[config.mk]
export PLATFORM = sky130hd
export DESIGN_NAME = fuzzy_substring_matcher
export DESIGN_NICKNAME = d
export VERILOG_FILES = /design/src/design/fzm_pkg.sv /design/src/design/fzm_csr.sv /design/src/design/fzm_ctrl.sv /design/src/design/fzm_dpath.sv /design/src/design/fuzzy_substring_matcher.sv
export VERILOG_INCLUDE_DIRS = /design/src /design/src/design
export SDC_FILE = /design/constraint.sdc
export NUM_CORES = 1
export LEC_CHECK = 0
export ABC_AREA = 0
export BUFFER_PORTS_ARGS = -buffer_cell sky130_fd_sc_hd__buf_2
export CAP_MARGIN = 30
export CORE_ASPECT_RATIO = 1.1
export CORE_MARGIN = 8
export CORE_UTILIZATION = 50
export DETAILED_ROUTE_END_ITERATION = 7
export GPL_TIMING_DRIVEN = 0
export HOLD_SLACK_MARGIN = 0.15
export MAX_ROUTING_LAYER = met4
export PLACE_DENSITY = 0.72
export SLEW_MARGIN = 20
export SYNTH_ARGS = -nofsm -noshare
export SYNTH_HDL_FRONTEND = slang
export SYNTH_HIERARCHICAL = 1
export SYNTH_SLANG_ARGS = --single-unit
[constraint.sdc]
create_clock -name clock -period 9.8 [get_ports clock]
set_clock_uncertainty 0.15 [all_clocks]
set_input_delay 1.96 -clock clock [delete_from_list [all_inputs] [get_ports clock]]
set_output_delay 1.96 -clock clock [all_outputs]
set_load 0.01 [all_outputs]
[src/design/fuzzy_substring_matcher_defines.svh]
// Assertion macros for the fuzzy substring matcher.
// Included by the files that carry concurrent assertions; needs a clock and reset in scope.
`ifndef FUZZY_SUBSTRING_MATCHER_DEFINES_SVH
`define FUZZY_SUBSTRING_MATCHER_DEFINES_SVH
`ifndef SYNTHESIS
// Same-cycle implication, checked on every rising clock edge outside reset.
`define FZM_ASSERT_IMPLY(label, ante, cons, msg) \
   label: assert property (@(posedge clock) disable iff (reset) (ante) |-> (cons)) \
      else $error(msg);
// Next-cycle implication, checked on every rising clock edge outside reset.
`define FZM_ASSERT_NEXT(label, ante, cons, msg) \
   label: assert property (@(posedge clock) disable iff (reset) (ante) |=> (cons)) \
      else $error(msg);
`else
`define FZM_ASSERT_IMPLY(label, ante, cons, msg)
`define FZM_ASSERT_NEXT(label, ante, cons, msg)
`endif
`endif

[src/design/fzm_pkg.sv]
// Shared types, constants and helper functions of the fuzzy substring matcher.
// Used by the register block, the controller, the datapath and the top level.
package fzm_pkg;

   localparam int MaxQuery   = 16;
   localparam int RowWidth   = $clog2(MaxQuery + 1);
   localparam int ColDepth   = MaxQuery + 1;
   localparam int QueryBits  = 128;
   localparam int CharIdxW   = 4;
   localparam int CsrIdxW    = 2;
   localparam int CsrDataW   = 64;
   localparam int LenWidth   = 5;

   typedef logic [RowWidth-1:0] dist_type;

   // Register indexes of the configuration port.
   localparam logic [CsrIdxW-1:0] CSR_QUERY_LOW  = 2'd0;
   localparam logic [CsrIdxW-1:0] CSR_QUERY_HIGH = 2'd1;
   localparam logic [CsrIdxW-1:0] CSR_QUERY_LEN  = 2'd2;

   // Input kind codes.
   localparam logic KIND_CHAR = 1'b0;
   localparam logic KIND_END  = 1'b1;

   typedef struct packed {
      logic     load_char;
      logic     step;
      logic     last_step;
      dist_type row;
      logic     close_name;
      logic     restart;
   } dp_cmd_type;

   typedef struct packed {
      logic out_full;
   } dp_status_type;

   // Only A-Z are folded to lower case.
   function automatic logic [7:0] fold(input logic [7:0] c);
      logic [7:0] r;
      r = c;
      if (c >= 8'h41 && c <= 8'h5A) begin
         r = c + 8'd32;
      end
      return r;
   endfunction

   function automatic logic [7:0] query_char(input logic [QueryBits-1:0] q,
                                             input logic [CharIdxW-1:0] idx);
      return fold(q[idx*8 +: 8]);
   endfunction

   function automatic dist_type allowance(input dist_type n);
      dist_type a;
      if (n < dist_type'(3)) begin
         a = '0;
      end else if (n <= dist_type'(4)) begin
         a = dist_type'(1);
      end else if (n <= dist_type'(8)) begin
         a = dist_type'(2);
      end else begin
         a = dist_type'(3);
      end
      return a;
   endfunction

endpackage

[src/design/fzm_csr.sv]
// Configuration registers of the fuzzy substring matcher: query text and length.
// Depends on fzm_pkg.
module fzm_csr import fzm_pkg::*; (
   input  logic                 clock,
   input  logic                 reset,
   input  logic                 write_en,
   input  logic [CsrIdxW-1:0]   write_index,
   input  logic [CsrDataW-1:0]  write_data,
   output logic [QueryBits-1:0] query,
   output dist_type             query_len
);

   logic [CsrDataW-1:0] low_ff,  low_in;
   logic [CsrDataW-1:0] high_ff, high_in;
   logic [LenWidth-1:0] len_ff,  len_in;

   always_comb begin
      low_in  = low_ff;
      high_in = high_ff;
      len_in  = len_ff;
      if (write_en) begin
         unique case (write_index)
            CSR_QUERY_LOW:  low_in  = write_data;
            CSR_QUERY_HIGH: high_in = write_data;
            CSR_QUERY_LEN:  len_in  = write_data[LenWidth-1:0];
            default: ;
         endcase
      end
   end

   always_ff @(posedge clock) begin
      if (reset) begin
         low_ff  <= '0;
         high_ff <= '0;
         len_ff  <= '0;
      end else begin
         low_ff  <= low_in;
         high_ff <= high_in;
         len_ff  <= len_in;
      end
   end

   assign query = {high_ff, low_ff};

   // Lengths beyond the query capacity saturate.
   assign query_len = (len_ff > LenWidth'(MaxQuery)) ? dist_type'(MaxQuery)
                                                     : dist_type'(len_ff);

endmodule

[src/design/fzm_ctrl.sv]
// Controller of the fuzzy substring matcher: handshakes and the row sweep sequencer.
// Depends on fzm_pkg; drives the datapath through a command struct.
module fzm_ctrl import fzm_pkg::*; (
   input  logic               clock,
   input  logic               reset,
   input  logic               req_tvalid,
   output logic               req_tready,
   input  logic               req_kind,
   input  logic               rsp_tready,
   input  logic               csr_valid,
   output logic               csr_ready,
   input  logic [CsrIdxW-1:0] csr_index,
   input  dp_status_type      status,
   output dp_cmd_type         cmd
);

   localparam logic [1:0] ST_IDLE    = 2'd0;
   localparam logic [1:0] ST_COLUMN  = 2'd1;
   localparam logic [1:0] ST_RESTART = 2'd2;

   logic [1:0] state_ff, state_in;
   dist_type   row_ff,   row_in;
   logic       req_fire;
   logic       csr_restart;

   // The input side stays closed while a register write is offered, so a write and
   // a beat are never taken in the same cycle.
   assign req_tready = (state_ff == ST_IDLE) && !csr_valid &&
                       (!status.out_full || rsp_tready);
   assign csr_ready  = (state_ff != ST_COLUMN);
   assign req_fire   = req_tvalid && req_tready;
   // Only a write to a known register clears the name in progress.
   assign csr_restart = csr_valid && csr_ready &&
                        (csr_index inside {CSR_QUERY_LOW, CSR_QUERY_HIGH, CSR_QUERY_LEN});

   always_comb begin
      state_in = state_ff;
      row_in   = row_ff;
      cmd      = '0;
      cmd.row  = row_ff;
      unique case (state_ff)
         ST_IDLE: begin
            if (csr_restart) begin
               state_in = ST_RESTART;
            end else if (req_fire) begin
               if (req_kind == KIND_END) begin
                  cmd.close_name = 1'b1;
               end else begin
                  cmd.load_char = 1'b1;
                  row_in        = '0;
                  state_in      = ST_COLUMN;
               end
            end
         end
         ST_COLUMN: begin
            cmd.step      = 1'b1;
            cmd.last_step = (row_ff == dist_type'(MaxQuery));
            row_in        = row_ff + dist_type'(1);
            if (cmd.last_step) begin
               state_in = ST_IDLE;
            end
         end
         ST_RESTART: begin
            cmd.restart = 1'b1;
            if (csr_restart) begin
               state_in = ST_RESTART;
            end else begin
               state_in = ST_IDLE;
            end
         end
         default: begin
            state_in = ST_IDLE;
         end
      endcase
   end

   always_ff @(posedge clock) begin
      if (reset) begin
         state_ff <= ST_IDLE;
         row_ff   <= '0;
      end else begin
         state_ff <= state_in;
         row_ff   <= row_in;
      end
   end

endmodule

[src/design/fzm_dpath.sv]
// Datapath of the fuzzy substring matcher: column shift lines, one distance cell,
// running minimum and the result register. Depends on fzm_pkg.
module fzm_dpath import fzm_pkg::*; (
   input  logic                 clock,
   input  logic                 reset,
   input  dp_cmd_type           cmd,
   output dp_status_type        status,
   input  logic [7:0]           symbol,
   input  logic [QueryBits-1:0] query,
   input  dist_type             query_len,
   input  logic                 rsp_tready,
   output logic                 rsp_valid,
   output logic                 rsp_matched,
   output dist_type             rsp_distance
);

   // Both columns rotate one entry per step, so the cell always reads the heads.
   dist_type   last_ff   [ColDepth];
   dist_type   before_ff [ColDepth];
   dist_type   lag_last_ff;
   dist_type   lag_before1_ff;
   dist_type   lag_before2_ff;
   dist_type   fresh_prev_ff;
   logic [7:0] qlag_ff;
   logic [7:0] char_ff;
   logic [7:0] prev_sym_ff;
   logic       have_prev_ff;
   dist_type   best_ff;
   logic       out_valid_ff;
   logic       out_matched_ff;
   dist_type   out_distance_ff;

   dist_type          row_minus1;
   logic [7:0]        q_cur;
   logic              cost;
   logic [RowWidth:0] cand_ins, cand_del, cand_sub, cand_tr, best_cand;
   logic              trans_ok;
   dist_type          fresh_in;
   dist_type          name_dist;
   dist_type          allow;
   logic              name_match;
   logic              restart_name;

   assign row_minus1 = cmd.row - dist_type'(1);
   assign q_cur      = query_char(query, row_minus1[CharIdxW-1:0]);
   assign cost       = (q_cur != char_ff);

   always_comb begin
      cand_ins = {1'b0, fresh_prev_ff} + (RowWidth+1)'(1);
      cand_del = {1'b0, last_ff[0]} + (RowWidth+1)'(1);
      cand_sub = {1'b0, lag_last_ff} + (RowWidth+1)'(cost);
      cand_tr  = {1'b0, lag_before2_ff} + (RowWidth+1)'(1);
      trans_ok = (cmd.row > dist_type'(1)) && have_prev_ff &&
                 (q_cur == prev_sym_ff) && (qlag_ff == char_ff);
      best_cand = (cand_ins < cand_del) ? cand_ins : cand_del;
      if (cand_sub < best_cand) begin
         best_cand = cand_sub;
      end
      if (trans_ok && cand_tr < best_cand) begin
         best_cand = cand_tr;
      end
      if (cmd.row == '0) begin
         fresh_in = '0;
      end else if (cmd.row > query_len) begin
         fresh_in = cmd.row;
      end else begin
         fresh_in = best_cand[RowWidth-1:0];
      end
   end

   assign name_dist  = (best_ff < query_len) ? best_ff : query_len;
   assign allow      = allowance(query_len);
   assign name_match = (query_len == '0) || (name_dist == '0) ||
                       (allow != '0 && name_dist <= allow);
   assign restart_name = cmd.restart || cmd.close_name;

   always_ff @(posedge clock) begin
      if (reset || restart_name) begin
         for (int j = 0; j < ColDepth; j++) begin
            last_ff[j]   <= dist_type'(j);
            before_ff[j] <= '0;
         end
         prev_sym_ff  <= '0;
         have_prev_ff <= 1'b0;
         best_ff      <= reset ? '0 : query_len;
      end else if (cmd.step) begin
         for (int j = 0; j < ColDepth - 1; j++) begin
            last_ff[j]   <= last_ff[j+1];
            before_ff[j] <= before_ff[j+1];
         end
         last_ff[ColDepth-1]   <= fresh_in;
         before_ff[ColDepth-1] <= last_ff[0];
         if (cmd.row == query_len && fresh_in < best_ff) begin
            best_ff <= fresh_in;
         end
         if (cmd.last_step) begin
            prev_sym_ff  <= char_ff;
            have_prev_ff <= 1'b1;
         end
      end
   end

   always_ff @(posedge clock) begin
      if (cmd.load_char) begin
         char_ff <= fold(symbol);
      end
      if (cmd.step) begin
         lag_last_ff    <= last_ff[0];
         lag_before1_ff <= before_ff[0];
         lag_before2_ff <= lag_before1_ff;
         fresh_prev_ff  <= fresh_in;
         qlag_ff        <= q_cur;
      end
      if (cmd.close_name) begin
         out_matched_ff  <= name_match;
         out_distance_ff <= name_dist;
      end
   end

   always_ff @(posedge clock) begin
      if (reset) begin
         out_valid_ff <= 1'b0;
      end else if (cmd.close_name) begin
         out_valid_ff <= 1'b1;
      end else if (rsp_tready) begin
         out_valid_ff <= 1'b0;
      end
   end

   assign status.out_full = out_valid_ff;
   assign rsp_valid       = out_valid_ff;
   assign rsp_matched     = out_matched_ff;
   assign rsp_distance    = out_distance_ff;

endmodule

[src/design/fuzzy_substring_matcher.sv]
// Top level of the fuzzy substring matcher: ports, register block, controller, datapath.
// Depends on fzm_pkg, fzm_csr, fzm_ctrl, fzm_dpath and fuzzy_substring_matcher_defines.svh.
`include "fuzzy_substring_matcher_defines.svh"

// The block finds how closely a query of up to 16 characters occurs anywhere inside a
// streamed candidate name, counting inserts, deletes, substitutions and swaps of two
// neighboring characters, with A-Z folded to lower case on both sides. Write the query
// text and its length over the csr port, then send the name one character beat at a
// time (tuser low) and close it with an end beat (tuser high). The end beat returns one
// result beat carrying the least distance and whether it lies within the allowance
// (none below three query characters, one up to four, two up to eight, else three; an
// empty query always matches), and the name state starts over for the next candidate.
// Each accepted character starts a row sweep, in which a single distance cell walks the
// 17 rows of the column while both stored columns rotate past it one entry per cycle;
// no input beat is taken until the sweep ends. An end beat's result sits in the output
// register in the cycle after it is taken; while that result waits no further input beat
// is taken, though the next one can be taken in the cycle in which the result leaves. A
// write to a query register passes through a restart state, in which the name in
// progress is cleared; a write to an unknown index changes nothing. The input channel
// stays closed while a configuration write is offered.
module fuzzy_substring_matcher import fzm_pkg::*; (
   input  logic                clock,
   input  logic                reset,
   // Input channel.
   input  logic                req_tvalid,
   output logic                req_tready,
   input  logic [7:0]          req_tdata,   // [7:0] symbol
   input  logic                req_tuser,   // [0] kind
   // Result channel.
   output logic                rsp_tvalid,
   input  logic                rsp_tready,
   output logic [7:0]          rsp_tdata,   // [0] matched, [5:1] distance, [7:6] zero
   // Configuration write channel.
   input  logic                csr_valid,
   output logic                csr_ready,
   input  logic [CsrIdxW-1:0]  csr_index,
   input  logic [CsrDataW-1:0] csr_data
);

   logic [QueryBits-1:0] query;
   dist_type             query_len;
   dp_cmd_type           cmd;
   dp_status_type        status;
   logic                 rsp_matched;
   dist_type             rsp_distance;

   fzm_csr u_csr (
      .clock       (clock),
      .reset       (reset),
      .write_en    (csr_valid && csr_ready),
      .write_index (csr_index),
      .write_data  (csr_data),
      .query       (query),
      .query_len   (query_len)
   );

   fzm_ctrl u_ctrl (
      .clock      (clock),
      .reset      (reset),
      .req_tvalid (req_tvalid),
      .req_tready (req_tready),
      .req_kind   (req_tuser),
      .rsp_tready (rsp_tready),
      .csr_valid  (csr_valid),
      .csr_ready  (csr_ready),
      .csr_index  (csr_index),
      .status     (status),
      .cmd        (cmd)
   );

   fzm_dpath u_dpath (
      .clock        (clock),
      .reset        (reset),
      .cmd          (cmd),
      .status       (status),
      .symbol       (req_tdata),
      .query        (query),
      .query_len    (query_len),
      .rsp_tready   (rsp_tready),
      .rsp_valid    (rsp_tvalid),
      .rsp_matched  (rsp_matched),
      .rsp_distance (rsp_distance)
   );

   assign rsp_tdata = {2'b00, rsp_distance, rsp_matched};

   // A result appears only right after an end beat was taken.
   `FZM_ASSERT_IMPLY(a_rsp_from_end, $rose(rsp_tvalid), $past(req_tvalid && req_tready && req_tuser), "result beat without an end beat")
   // An accepted end beat always leaves a result waiting in the output register.
   `FZM_ASSERT_NEXT(a_end_gives_rsp, req_tvalid && req_tready && req_tuser, rsp_tvalid, "end beat lost its result")
   // A character starts the row sweep, so the input side must close for the next cycle.
   `FZM_ASSERT_NEXT(a_char_busy, req_tvalid && req_tready && !req_tuser, !req_tready, "input open during row sweep")
   // The distance never exceeds the query capacity and the pad bits stay clear.
   `FZM_ASSERT_IMPLY(a_rsp_range, rsp_tvalid, rsp_tdata[5:1] <= 5'd16 && rsp_tdata[7:6] == 2'b00, "result distance out of range")

endmodule
==> flow_metrics.env, run 1 <==
export IMPL_cp_required_ns=9.90
export IMPL_synthCells=1429
export IMPL_drtIter0Drc=774
export IMPL_synth_compound_area_share_pct=4.52
export IMPL_ant_nets=0
export IMPL_worstMarginPinSlew_ns=0.803
export IMPL_mostFrequentLayoutCell="nand2b_1"
export IMPL_setup_viol=0
export IMPL_crit_type="reg -> reg"
export IMPL_hp_class="reg -> reg"
export IMPL_synth_avg_cell_area_um2=12.2
export IMPL_timing_rr_start="u_ctrl/row_ff[0]"
export IMPL_start_util_pct=50.8
export IMPL_hpwl_mm=29.2
export IMPL_root_buffer="clkbuf_16"
export IMPL_p_per_area_mw_per_mm2=181
export IMPL_gp_congestion=0.936
export IMPL_ios=91
export IMPL_first_pass_iters=6
export IMPL_first_global_vias=11612
export IMPL_drt_total_wl_mm=40.3
export IMPL_drt_drc_violations_left=0
export IMPL_finalMaxSlewViolations=0
export IMPL_clock_path_buffers=3
export IMPL_ir_worst_vdd_mv=0.119
export IMPL_crit_path_end_kind="register"
export IMPL_rrSetupSlack_ns=0.42
export IMPL_post_place_cells=1959
export IMPL_use_met1_pct=24.8
export IMPL_cts_sinks=367
export IMPL_layout_drive_gt1_share_pct=15.8
export IMPL_core_area_mm2=0.0342
export IMPL_grt_usage_pct=20.0
export IMPL_cts_tree="built"
export IMPL_synth_mux_area_share_pct=13.9
export IMPL_final_cell_mix="nand2b_1 (238), edfxtp_1 (217), mux2i_1 (178), dfxtp_1 (148), and3_1 (138)"
export IMPL_vias=11457
export IMPL_worstHoldPathCells=0
export IMPL_synth_adder_area_share_pct=3.02
export IMPL_wl_per_cell_um=19.7
export IMPL_grt_overflow_total=0
export IMPL_die_w_um=194
export IMPL_layout_min_cycle_time_ns=9.38
export IMPL_htreeDepth=2
export IMPL_max_slew_margin_pct=46.0
export IMPL_synth_top_family_by_area="simple AND/OR/NAND/NOR gates"
export IMPL_dieArea_mm2=0.0410
export IMPL_grt_use_met3_pct=3.38
export IMPL_cp_slowest_cell="or3b_4"
export IMPL_hold_start="u_dpath/lag_before1_ff[0]"
export IMPL_critPathMaxStageDelay_ns=0.39
export IMPL_max_freq_ghz=0.107
export IMPL_grt_max_degree=58
export IMPL_diodes=0
export IMPL_synth_cell_type_count=80
export IMPL_finalCritPeriodShare_pct=95.7
export IMPL_cpMostUsedCell="ha_1"
export IMPL_antenna_found_initial=0
export IMPL_cts_made_buffers=39
export IMPL_async_flop_share_pct=0
export IMPL_cap_violations=0
export IMPL_rows=71
export IMPL_ys_seq_area_share_pct=54.8
export IMPL_cp_start_kind="register"
export IMPL_holdBufCountCts=0
export IMPL_busiest_layer="met2"
export IMPL_cp_max_fo=11
export IMPL_numPortBuffers=88
export IMPL_min_to="u_dpath/lag_before2_ff[0]"
export IMPL_area_growth_pct=15.0
export IMPL_fin_nets=1697
export IMPL_cts_clk_slew_worst_paths_ns=0.06
export IMPL_ys_flop_type="edfxtp_1"
export IMPL_use_met2_pct=32.8
export IMPL_grt_pass1_wl_mm=63.3
export IMPL_synth_edff_count=217
export IMPL_p_leak_nw=8.12
export IMPL_dpl_worst_slack_ns=-0.471
export IMPL_synthSimpleGateAreaFrac_pct=18.5
export IMPL_layoutNonFillerInstCount=2043
export IMPL_syn_area_mm2=0.0174
export IMPL_synth_xor_area_share_pct=2.00
export IMPL_fin_ws_ns=0.417
export IMPL_ys_seq_elements=367
export IMPL_viasPerCell=5.61
export IMPL_die_y_um=212
export IMPL_yosys_warnings=6
export IMPL_hold_violations=0
export IMPL_cp_data_arrival_time_ns=9.48
export IMPL_insertion_delay_ns=0.54
export IMPL_reg2reg_to="u_dpath/best_ff[4]"
export IMPL_r2r_cells=42
export IMPL_outcome="finished clean"
## metal layers
metal	part of all wire (%)	vias to the layer above
met4	3.4	0
li1	-	5476
met5	0	-
met1	44	5576
met3	4.9	89
met2	48	316
## timing repair
action                                 in CTS  in global routing
pin swaps                                   2                  6
setup endpoints to repair                   5                  5
endpoints found under the hold margin       0                  0
resized for setup                           7                 23
setup buffers                               3                 10
## worst max-delay path, delay by kind of cell (launching register included)
kind | cells | cell delay [ns]
AND/OR/NAND/NOR | 9 | 1.73
flip-flops | 1 | 0.37
XOR/XNOR | 3 | 0.59
buffers and inverters | 6 | 0.90
multiplexers | 4 | 1.05
AO/OA/AOI/OAI | 13 | 2.39
adder cells (fa/ha/maj) | 7 | 1.91
## how the worst max path moves through the flow
| stage | from | to | slack, ns | cells after the start |
|---|---|---|---|---|
| 2_1_floorplan | u_ctrl/row_ff[0] | u_dpath/best_ff[0] | 1.05 | 41 |
| 4_1_cts | u_ctrl/row_ff[0] | u_dpath/best_ff[4] | 0.05 | 42 |
| 3_5_place_dp | u_ctrl/row_ff[0] | u_dpath/best_ff[1] | -0.47 | 41 |
| 5_1_grt | u_ctrl/row_ff[0] | u_dpath/best_ff[4] | -0.03 | 41 |
| 3_3_place_gp | rsp_tready | u_dpath/before_ff[0][1] | -0.90 | 8 |
| 6_report | u_ctrl/row_ff[0] | u_dpath/best_ff[4] | 0.42 | 42 |
## cells in the mapped netlist, drive strengths merged, types with 6 or more instances
master | number | area, um2
xnor2 | 24 | 210
nor2 | 22 | 90.1
edfxtp | 217 | 6520
nor3 | 18 | 95.1
mux2i | 183 | 1840
and3 | 138 | 863
inv | 31 | 116
nand3 | 25 | 125
ha | 42 | 526
o32ai | 7 | 61.3
nand4 | 6 | 37.5
nor2b | 10 | 62.6
o311ai | 6 | 52.6
o21ai | 14 | 70.1
and2 | 6 | 37.5
xor2 | 14 | 138
or2 | 7 | 43.8
a21oi | 30 | 154
dfxtp | 150 | 3000
nand2 | 42 | 158
clkbuf | 65 | 244
nand2b | 239 | 1500
mux4 | 23 | 541
buf | 29 | 203
a21o | 11 | 82.6
## per-stage QoR
step | power (mW) | hold WS, ns | utilization, % | TNS (ns) | cell area (um2)
2_1_floorplan | 2.03 | 0.250 | - | 0 | 17400
3_3_place_gp | 2.14 | 0.255 | 53.7 | -151.81 | 18400
3_5_place_dp | 2.15 | 0.256 | 54.0 | -2.36 | 18500
4_1_cts | 3.63 | 0.266 | 57.9 | 0 | 19800
5_1_grt | 3.75 | 0.264 | 58.4 | -0.137 | 20000
6_report | 3.62 | 0.264 | 58.4 | 0 | 20000
## area by class of cell
cell class / instances / area, um2
plain buffers: 94 / 477
clock buffers: 54 / 1120
clock inverters: 17 / 183
fillers: 2738 / 14200
inverters: 31 / 119
multi-input cells: 938 / 7400
flip-flops and latches: 367 / 9520
well taps: 438 / 548
repair buffers: 104 / 621
## sequential cells by signal, indices dropped and copies added, names as in the netlist, 2 cells and up
register,flops
u_dpath/rsp_distance,5
u_dpath/best_ff,5
u_dpath/last_ff,85
u_dpath/before_ff,85
u_ctrl/state_ff,2
u_dpath/prev_sym_ff,8
u_dpath/lag_before2_ff,5
u_dpath/fresh_prev_ff,5
u_dpath/lag_last_ff,5
u_dpath/qlag_ff,8
u_csr/low_ff,64
u_csr/high_ff,64
u_dpath/lag_before1_ff,5
u_dpath/char_ff,8
u_csr/len_ff,5
u_ctrl/row_ff,5
## logic make-up after synthesis
| logic type | count (synthesis) |
|---|---|
| xor+xnor | 38 |
| buf+inv | 125 |
| flops | 367 |
| other cells | 1 |
| simple gates | 538 |
| mux | 209 |
| compound gates | 109 |
| fa+ha+maj | 42 |
## power by group
group          internal [mW]  leakage, nW  switching [mW]  total [mW]
clock network          0.882        0.642           0.598        1.48
logic                  0.156         4.10           0.231       0.387
registers               1.72         3.37          0.0343        1.75
Power figures use the tool's default switching activity.
==> run 2, diff against run 1 <==
--- a/config.mk
+++ b/config.mk
@@ -6,12 +6,13 @@
 export SDC_FILE = /design/constraint.sdc
 export NUM_CORES = 1
 export LEC_CHECK = 0
-export ABC_AREA = 0
+export ABC_AREA = 1
 export BUFFER_PORTS_ARGS = -buffer_cell sky130_fd_sc_hd__buf_2
 export CAP_MARGIN = 30
 export CORE_ASPECT_RATIO = 1.1
 export CORE_MARGIN = 8
 export CORE_UTILIZATION = 50
+export CTS_CLUSTER_SIZE = 10
 export DETAILED_ROUTE_END_ITERATION = 7
 export GPL_TIMING_DRIVEN = 0
 export HOLD_SLACK_MARGIN = 0.15
==> run 2 against run 1 <==
Effect of this change:
- cell count up 38%
- flip-flop and latch count unchanged
- critical path type unchanged
- non-clock buffer count down 3
- register-to-register slack better by 0.32 ns
- design area up 1.1%
- setup slack better by 0.32 ns
- largest cell class unchanged
- via count up 26%
- critical path depth up 9
- die area up 2.4%
- largest power group unchanged
==> flow_metrics.env, run 2 <==
export IMPL_layout_min_cycle_time_ns=9.07
export IMPL_ios=91
export IMPL_cp_data_arrival_time_ns=9.16
export IMPL_async_flop_share_pct=0
export IMPL_first_pass_iters=6
export IMPL_insertion_delay_ns=0.58
export IMPL_hold_start="u_dpath/lag_before1_ff[2]"
export IMPL_drt_total_wl_mm=45.2
export IMPL_max_slew_margin_pct=52.5
export IMPL_synth_avg_cell_area_um2=8.05
export IMPL_root_buffer="clkbuf_16"
export IMPL_start_util_pct=50.7
export IMPL_cp_max_fo=12
export IMPL_holdBufCountCts=0
export IMPL_setup_tns_final_ns=0
export IMPL_rows=72
export IMPL_crit_path_end_kind="register"
export IMPL_cp_start_kind="register"
export IMPL_ant_nets=0
export IMPL_grt_pass1_wl_mm=71.9
export IMPL_yosys_area_top_type="edfxtp_1"
export IMPL_rsz0062_at_grt="false"
export IMPL_numPortBuffers=88
export IMPL_fillers=3167
export IMPL_synth_edff_count=217
export IMPL_syn_area_mm2=0.0178
export IMPL_core_area_mm2=0.0351
export IMPL_synth_cell_type_count=47
export IMPL_finalMaxSlewViolations=0
export IMPL_viasPerCell=5.10
export IMPL_ys_seq_elements=367
export IMPL_hp_class="reg -> reg"
export IMPL_clock_path_buffers=3
export IMPL_hpwl_mm=32.9
export IMPL_area_growth_pct=13.3
export IMPL_htreeDepth=2
export IMPL_cts_made_buffers=44
export IMPL_drtIter0Drc=1309
export IMPL_drt_drc_violations_left=0
export IMPL_synth_most_common_cell="nand2_1"
export IMPL_p_per_area_mw_per_mm2=183
export IMPL_reg2reg_to="u_dpath/best_ff[0]"
export IMPL_fin_nets=2475
export IMPL_setup_viol=0
export IMPL_die_y_um=214
export IMPL_fin_util_pct=57.5
export IMPL_worstMarginPinSlew_ns=0.710
export IMPL_critPathMaxStageDelay_ns=0.40
export IMPL_outcome="finished clean"
export IMPL_r2r_cells=51
export IMPL_die_w_um=196
export IMPL_wl_per_cell_um=16.0
export IMPL_layout_drive_gt1_share_pct=11.9
export IMPL_min_to="u_dpath/lag_before2_ff[2]"
export IMPL_antenna_found_initial=0
export IMPL_final_cell_mix="nand2_1 (459), nor2_1 (396), inv_1 (388), edfxtp_1 (217), nand3_1 (186)"
export IMPL_p_leak_nw=9.33
export IMPL_gp_congestion=0.982
export IMPL_cp_slowest_cell="dfxtp_2"
export IMPL_grt_usage_pct=21.9
export IMPL_cts_sinks=367
export IMPL_ys_seq_area_share_pct=53.4
export IMPL_yosys_warnings=6
export IMPL_post_cts_setup_buffers=0
export IMPL_cap_violations=0
export IMPL_mostFrequentLayoutCell="nand2_1"
export IMPL_first_global_vias=14003
export IMPL_timing_rr_start="u_ctrl/row_ff[0]"
export IMPL_cts_clk_slew_worst_paths_ns=0.06
export IMPL_worstHoldPathCells=0
export IMPL_ys_flop_type="edfxtp_1"
export IMPL_dieArea_mm2=0.0420
export IMPL_reg_largest_list="u_dpath/before_ff: 85 flops, u_dpath/last_ff: 85 flops"
export IMPL_synth_area_top_cells="edfxtp_1 (37%), dfxtp_1 (17%), nand2_1 (9.7%), nor2_1 (8.3%), inv_1 (8.2%)"
export IMPL_cpMostUsedCell="nand2_1"
export IMPL_yosys_top_cells_count="nand2_1 (460), nor2_1 (396), inv_1 (388)"
export IMPL_cts_tree="built"
export IMPL_synthCells=2214
export IMPL_max_freq_ghz=0.110
export IMPL_hold_violations=0
export IMPL_finalCritPeriodShare_pct=92.5
export IMPL_grt_max_degree=57
export IMPL_diodes=0
export IMPL_ir_worst_vdd_mv=0.170
export IMPL_cp_required_ns=9.90
export IMPL_rrSetupSlack_ns=0.73
export IMPL_grt_overflow_total=0
export IMPL_synth_top_area_share_pct=36.5
export IMPL_crit_type="reg -> reg"
export IMPL_vias=14410
[run 2: cell count changes in the layout (fill, tap and decap cells not counted), sizes merged, moves of 23 or more]
cell	previous run	this run
mux4	23	0
mux2i	183	0
inv	33	400
nand3	25	188
nor2	22	401
a21oi	30	97
nand2b	239	0
o21ai	14	43
and3	138	1
or2	7	33
nand2	42	471
clkbuf	119	95
buf	133	171
[run 2: logic make-up (layout without fill, tap and decap cells)]
family,after synthesis,after routing,share of synthesized area [%]
AO/OA/AOI/OAI,168,168,5.19
XOR/XNOR,21,21,1.03
adder cells (fa/ha/maj),42,42,2.95
buffers and inverters,502,671,11.6
flip-flops,367,367,53.4
other,1,2,0.0210
AND/OR/NAND/NOR,1113,1113,25.9
[run 2: worst max path at each step]
| stage | startpoint | endpoint | cells past startpoint |
|---|---|---|---|
| finish | u_ctrl/row_ff[0] | u_dpath/best_ff[0] | 51 |
| global route | u_ctrl/row_ff[0] | u_dpath/best_ff[0] | 51 |
| CTS | u_ctrl/row_ff[0] | u_dpath/best_ff[0] | 51 |
| detailed placement | u_ctrl/row_ff[0] | u_dpath/best_ff[0] | 51 |
| global placement | rsp_tready | u_dpath/before_ff[10][1] | 11 |
| floorplan | rsp_tready | u_dpath/before_ff[0][0] | 10 |
[run 2: power by group]
group | total, mW | internal, mW | switching [mW]
registers | 1.77 | 1.73 | 0.0407
clock network | 1.46 | 0.841 | 0.622
logic | 0.464 | 0.152 | 0.312
[run 2: worst max-delay path, delay by kind of cell (launching register included)]
family | cells | cell delay (ns)
flip-flops | 1 | 0.40
XOR/XNOR | 1 | 0.22
AO/OA/AOI/OAI | 11 | 1.94
buffers and inverters | 9 | 1.44
adder cells (fa/ha/maj) | 6 | 1.70
AND/OR/NAND/NOR | 24 | 2.88
[run 2: final cells by class]
class                      count  area, um2  share of cell area (%)
timing repair buffer          92        543                    2.69
tap                          444        556                    2.75
inverter                     399       1500                    7.42
multi-input combinational   1346       6260                    31.0
clock inverter                 6       63.8                   0.316
clock buffer                  71       1200                    5.95
buffer                       103        563                    2.79
sequential                   367       9520                    47.1
[run 2: through the flow]
stage	hold WS, ns	power [mW]	cell area [um2]	std cells	setup slack [ns]
floorplan	0.250	2.11	17800	2215	2.39
global placement	0.258	2.25	18800	2747	0.335
detailed placement	0.255	2.26	18900	2750	0.758
CTS	0.265	3.73	20200	2827	0.674
global route	0.276	3.85	20200	2828	0.0234
finish	0.271	3.70	20200	2828	0.733
[run 2: repair_timing]
| action | CTS | global route |
|---|---|---|
| endpoints found under the setup margin | 0 | 5 |
| hold endpoints to repair | 0 | 0 |
| resized for setup | 0 | 2 |
[run 2: per-layer routing]
metal / vias to the layer above / routed length [um] / GRT usage [%]
met5: - / 0 / -
met4: 0 / 1830 / 9.84
met3: 112 / 3050 / 3.37
met2: 476 / 21400 / 35.8
met1: 6662 / 18900 / 26.6
li1: 7160 / - / -
==> run 3, diff against run 2 <==
--- a/config.mk
+++ b/config.mk
@@ -6,7 +6,6 @@
 export SDC_FILE = /design/constraint.sdc
 export NUM_CORES = 1
 export LEC_CHECK = 0
-export ABC_AREA = 1
 export BUFFER_PORTS_ARGS = -buffer_cell sky130_fd_sc_hd__buf_2
 export CAP_MARGIN = 30
 export CORE_ASPECT_RATIO = 1.1
==> run 3 against run 2 <==
Effect of this change:
- count of clock-buffer cells in the layout is 4 lower
- global-route usage is 1.9 points lower
- via count is 20% lower
- power is 2.6% lower
- combinational power is 17% lower
- core utilization is 0.83 points higher
- flip-flop and latch count stayed put
- register-to-register slack worse by 0.27 ns
- critical endpoint is now u_dpath/best_ff[3]
- largest cell class unchanged
==> flow_metrics.env, run 3 (synthesis results as in run 1) <==
export IMPL_insertion_delay_ns=0.55
export IMPL_hpwl_mm=29.2
export IMPL_cp_required_ns=9.90
export IMPL_p_per_area_mw_per_mm2=180
export IMPL_reg_largest_list="u_dpath/before_ff: 85 flops, u_dpath/last_ff: 85 flops"
export IMPL_grt_usage_pct=20.0
export IMPL_drt_total_wl_mm=40.5
export IMPL_rows=71
export IMPL_power_mw=3.60
export IMPL_crit_type="reg -> reg"
export IMPL_clock_path_buffers=3
export IMPL_cp_data_arrival_time_ns=9.44
export IMPL_cts_made_buffers=43
export IMPL_dieArea_mm2=0.0410
export IMPL_ant_nets=0
export IMPL_cts_tree="built"
export IMPL_area_growth_pct=14.9
export IMPL_setup_viol=0
export IMPL_layout_min_cycle_time_ns=9.34
export IMPL_mostFrequentLayoutCell="nand2b_1"
export IMPL_numPortBuffers=88
export IMPL_drt_drc_violations_left=0
export IMPL_max_freq_ghz=0.107
export IMPL_diodes=0
export IMPL_cts_clk_slew_worst_paths_ns=0.06
export IMPL_htreeDepth=2
export IMPL_die_y_um=212
export IMPL_crit_path_end_kind="register"
export IMPL_grt_use_met3_pct=3.38
export IMPL_grt_pass1_wl_mm=63.3
export IMPL_cpMostUsedCell="ha_1"
export IMPL_start_util_pct=50.8
export IMPL_ios=91
export IMPL_critPathMaxStageDelay_ns=0.52
export IMPL_holdBufCountCts=0
export IMPL_gp_congestion=0.936
export IMPL_vias=11456
export IMPL_viasPerCell=5.60
export IMPL_cp_start_kind="register"
export IMPL_finalCritPeriodShare_pct=95.3
export IMPL_use_met1_pct=25.0
export IMPL_core_area_mm2=0.0342
export IMPL_first_pass_iters=5
export IMPL_busiest_layer="met2"
export IMPL_finalMaxSlewViolations=0
export IMPL_fin_nets=1701
export IMPL_max_slew_margin_pct=45.4
export IMPL_cts_sinks=367
export IMPL_use_met2_pct=32.5
export IMPL_grt_max_degree=58
export IMPL_cp_max_fo=11
export IMPL_dpl_worst_slack_ns=-0.471
export IMPL_final_cell_mix="nand2b_1 (238), edfxtp_1 (217), mux2i_1 (178), dfxtp_1 (148), and3_1 (138)"
export IMPL_worstMarginPinSlew_ns=0.812
export IMPL_fin_ws_ns=0.462
export IMPL_layout_drive_gt1_share_pct=14.9
export IMPL_cp_slowest_cell="mux4_2"
export IMPL_hold_violations=0
export IMPL_die_w_um=194
export IMPL_root_buffer="clkbuf_16"
export IMPL_wl_per_cell_um=19.8
export IMPL_drtIter0Drc=870
export IMPL_p_leak_nw=8.08
export IMPL_outcome="finished clean"
export IMPL_grt_overflow_total=0
export IMPL_hp_class="reg -> reg"
export IMPL_first_global_vias=11587
export IMPL_ir_worst_vdd_mv=0.117
export IMPL_cap_violations=0
export IMPL_antenna_found_initial=0
run 3: cell count changes in the layout (fill, tap and decap cells not counted), sizes merged, moves of 29 or more:
| cell | before | now |
|---|---|---|
| a21oi | 97 | 30 |
| nor2 | 401 | 22 |
| clkbuf | 95 | 132 |
| inv | 400 | 32 |
| nand2b | 0 | 239 |
| nand3 | 188 | 25 |
| buf | 171 | 133 |
| and3 | 1 | 138 |
| mux2i | 0 | 183 |
| nand2 | 471 | 42 |
| o21ai | 43 | 14 |
run 3: layout make-up:
type                       instances  area [um2]
tap                              438         548
timing repair buffer             104         621
fill                            2755       14200
sequential                       367        9520
clock buffer                      67        1190
inverter                          31         119
buffer                            94         477
clock inverter                     5        86.3
multi-input combinational        938        7400
run 3: path summary, 6_finish.rpt:
check	slack, ns	cells after the start	to	start
worst max-delay path	0.46	42	u_dpath/best_ff[3]	u_ctrl/row_ff[0]
worst max register to register	0.46	42	u_dpath/best_ff[3]	u_ctrl/row_ff[0]
worst min register to register	0.27	0	u_dpath/lag_before2_ff[0]	u_dpath/lag_before1_ff[0]
worst min-delay path	0.27	0	u_dpath/lag_before2_ff[0]	u_dpath/lag_before1_ff[0]
run 3: power by group:
group / internal [mW] / switching [mW]
clock network: 0.858 / 0.604
logic: 0.156 / 0.231
registers: 1.72 / 0.0343
run 3: worst max-delay path, delay by kind of cell, from the launching register on:
kind,cells,cell delay [ns]
adders and majority gates,7,1.97
buffers and inverters,7,0.94
AOI/OAI and AO/OA,13,2.34
xor gates and xnor gates,2,0.30
DFF,1,0.38
and+or+nand+nor,9,1.72
muxes,4,1.19
run 3: routing by layer:
metal / up-vias / routed length, um
met4: 0 / 1330
li1: 5476 / -
met3: 86 / 2170
met1: 5547 / 17800
met5: - / 0
met2: 347 / 19200
run 3: what timing repair did:
action                     4_1_cts  5_1_grt
buffers inserted                 3       10
gates resized for setup          7       23
pin swaps                        2        6
setup endpoints to repair        5        5
run 3: metrics by stage:
step                      cell area [um2]  util [%]  hold WS (ns)  setup TNS [ns]  cells
after CTS                           19800      57.8         0.268               0   2034
after detailed placement            18500      54.0         0.256           -2.36   1959
after floorplan                     17400         -         0.250               0   1430
final                               20000      58.4         0.266               0   2044
after global placement              18400      53.7         0.255         -151.81   1956
after global routing                20000      58.4         0.267         -0.0806   2044
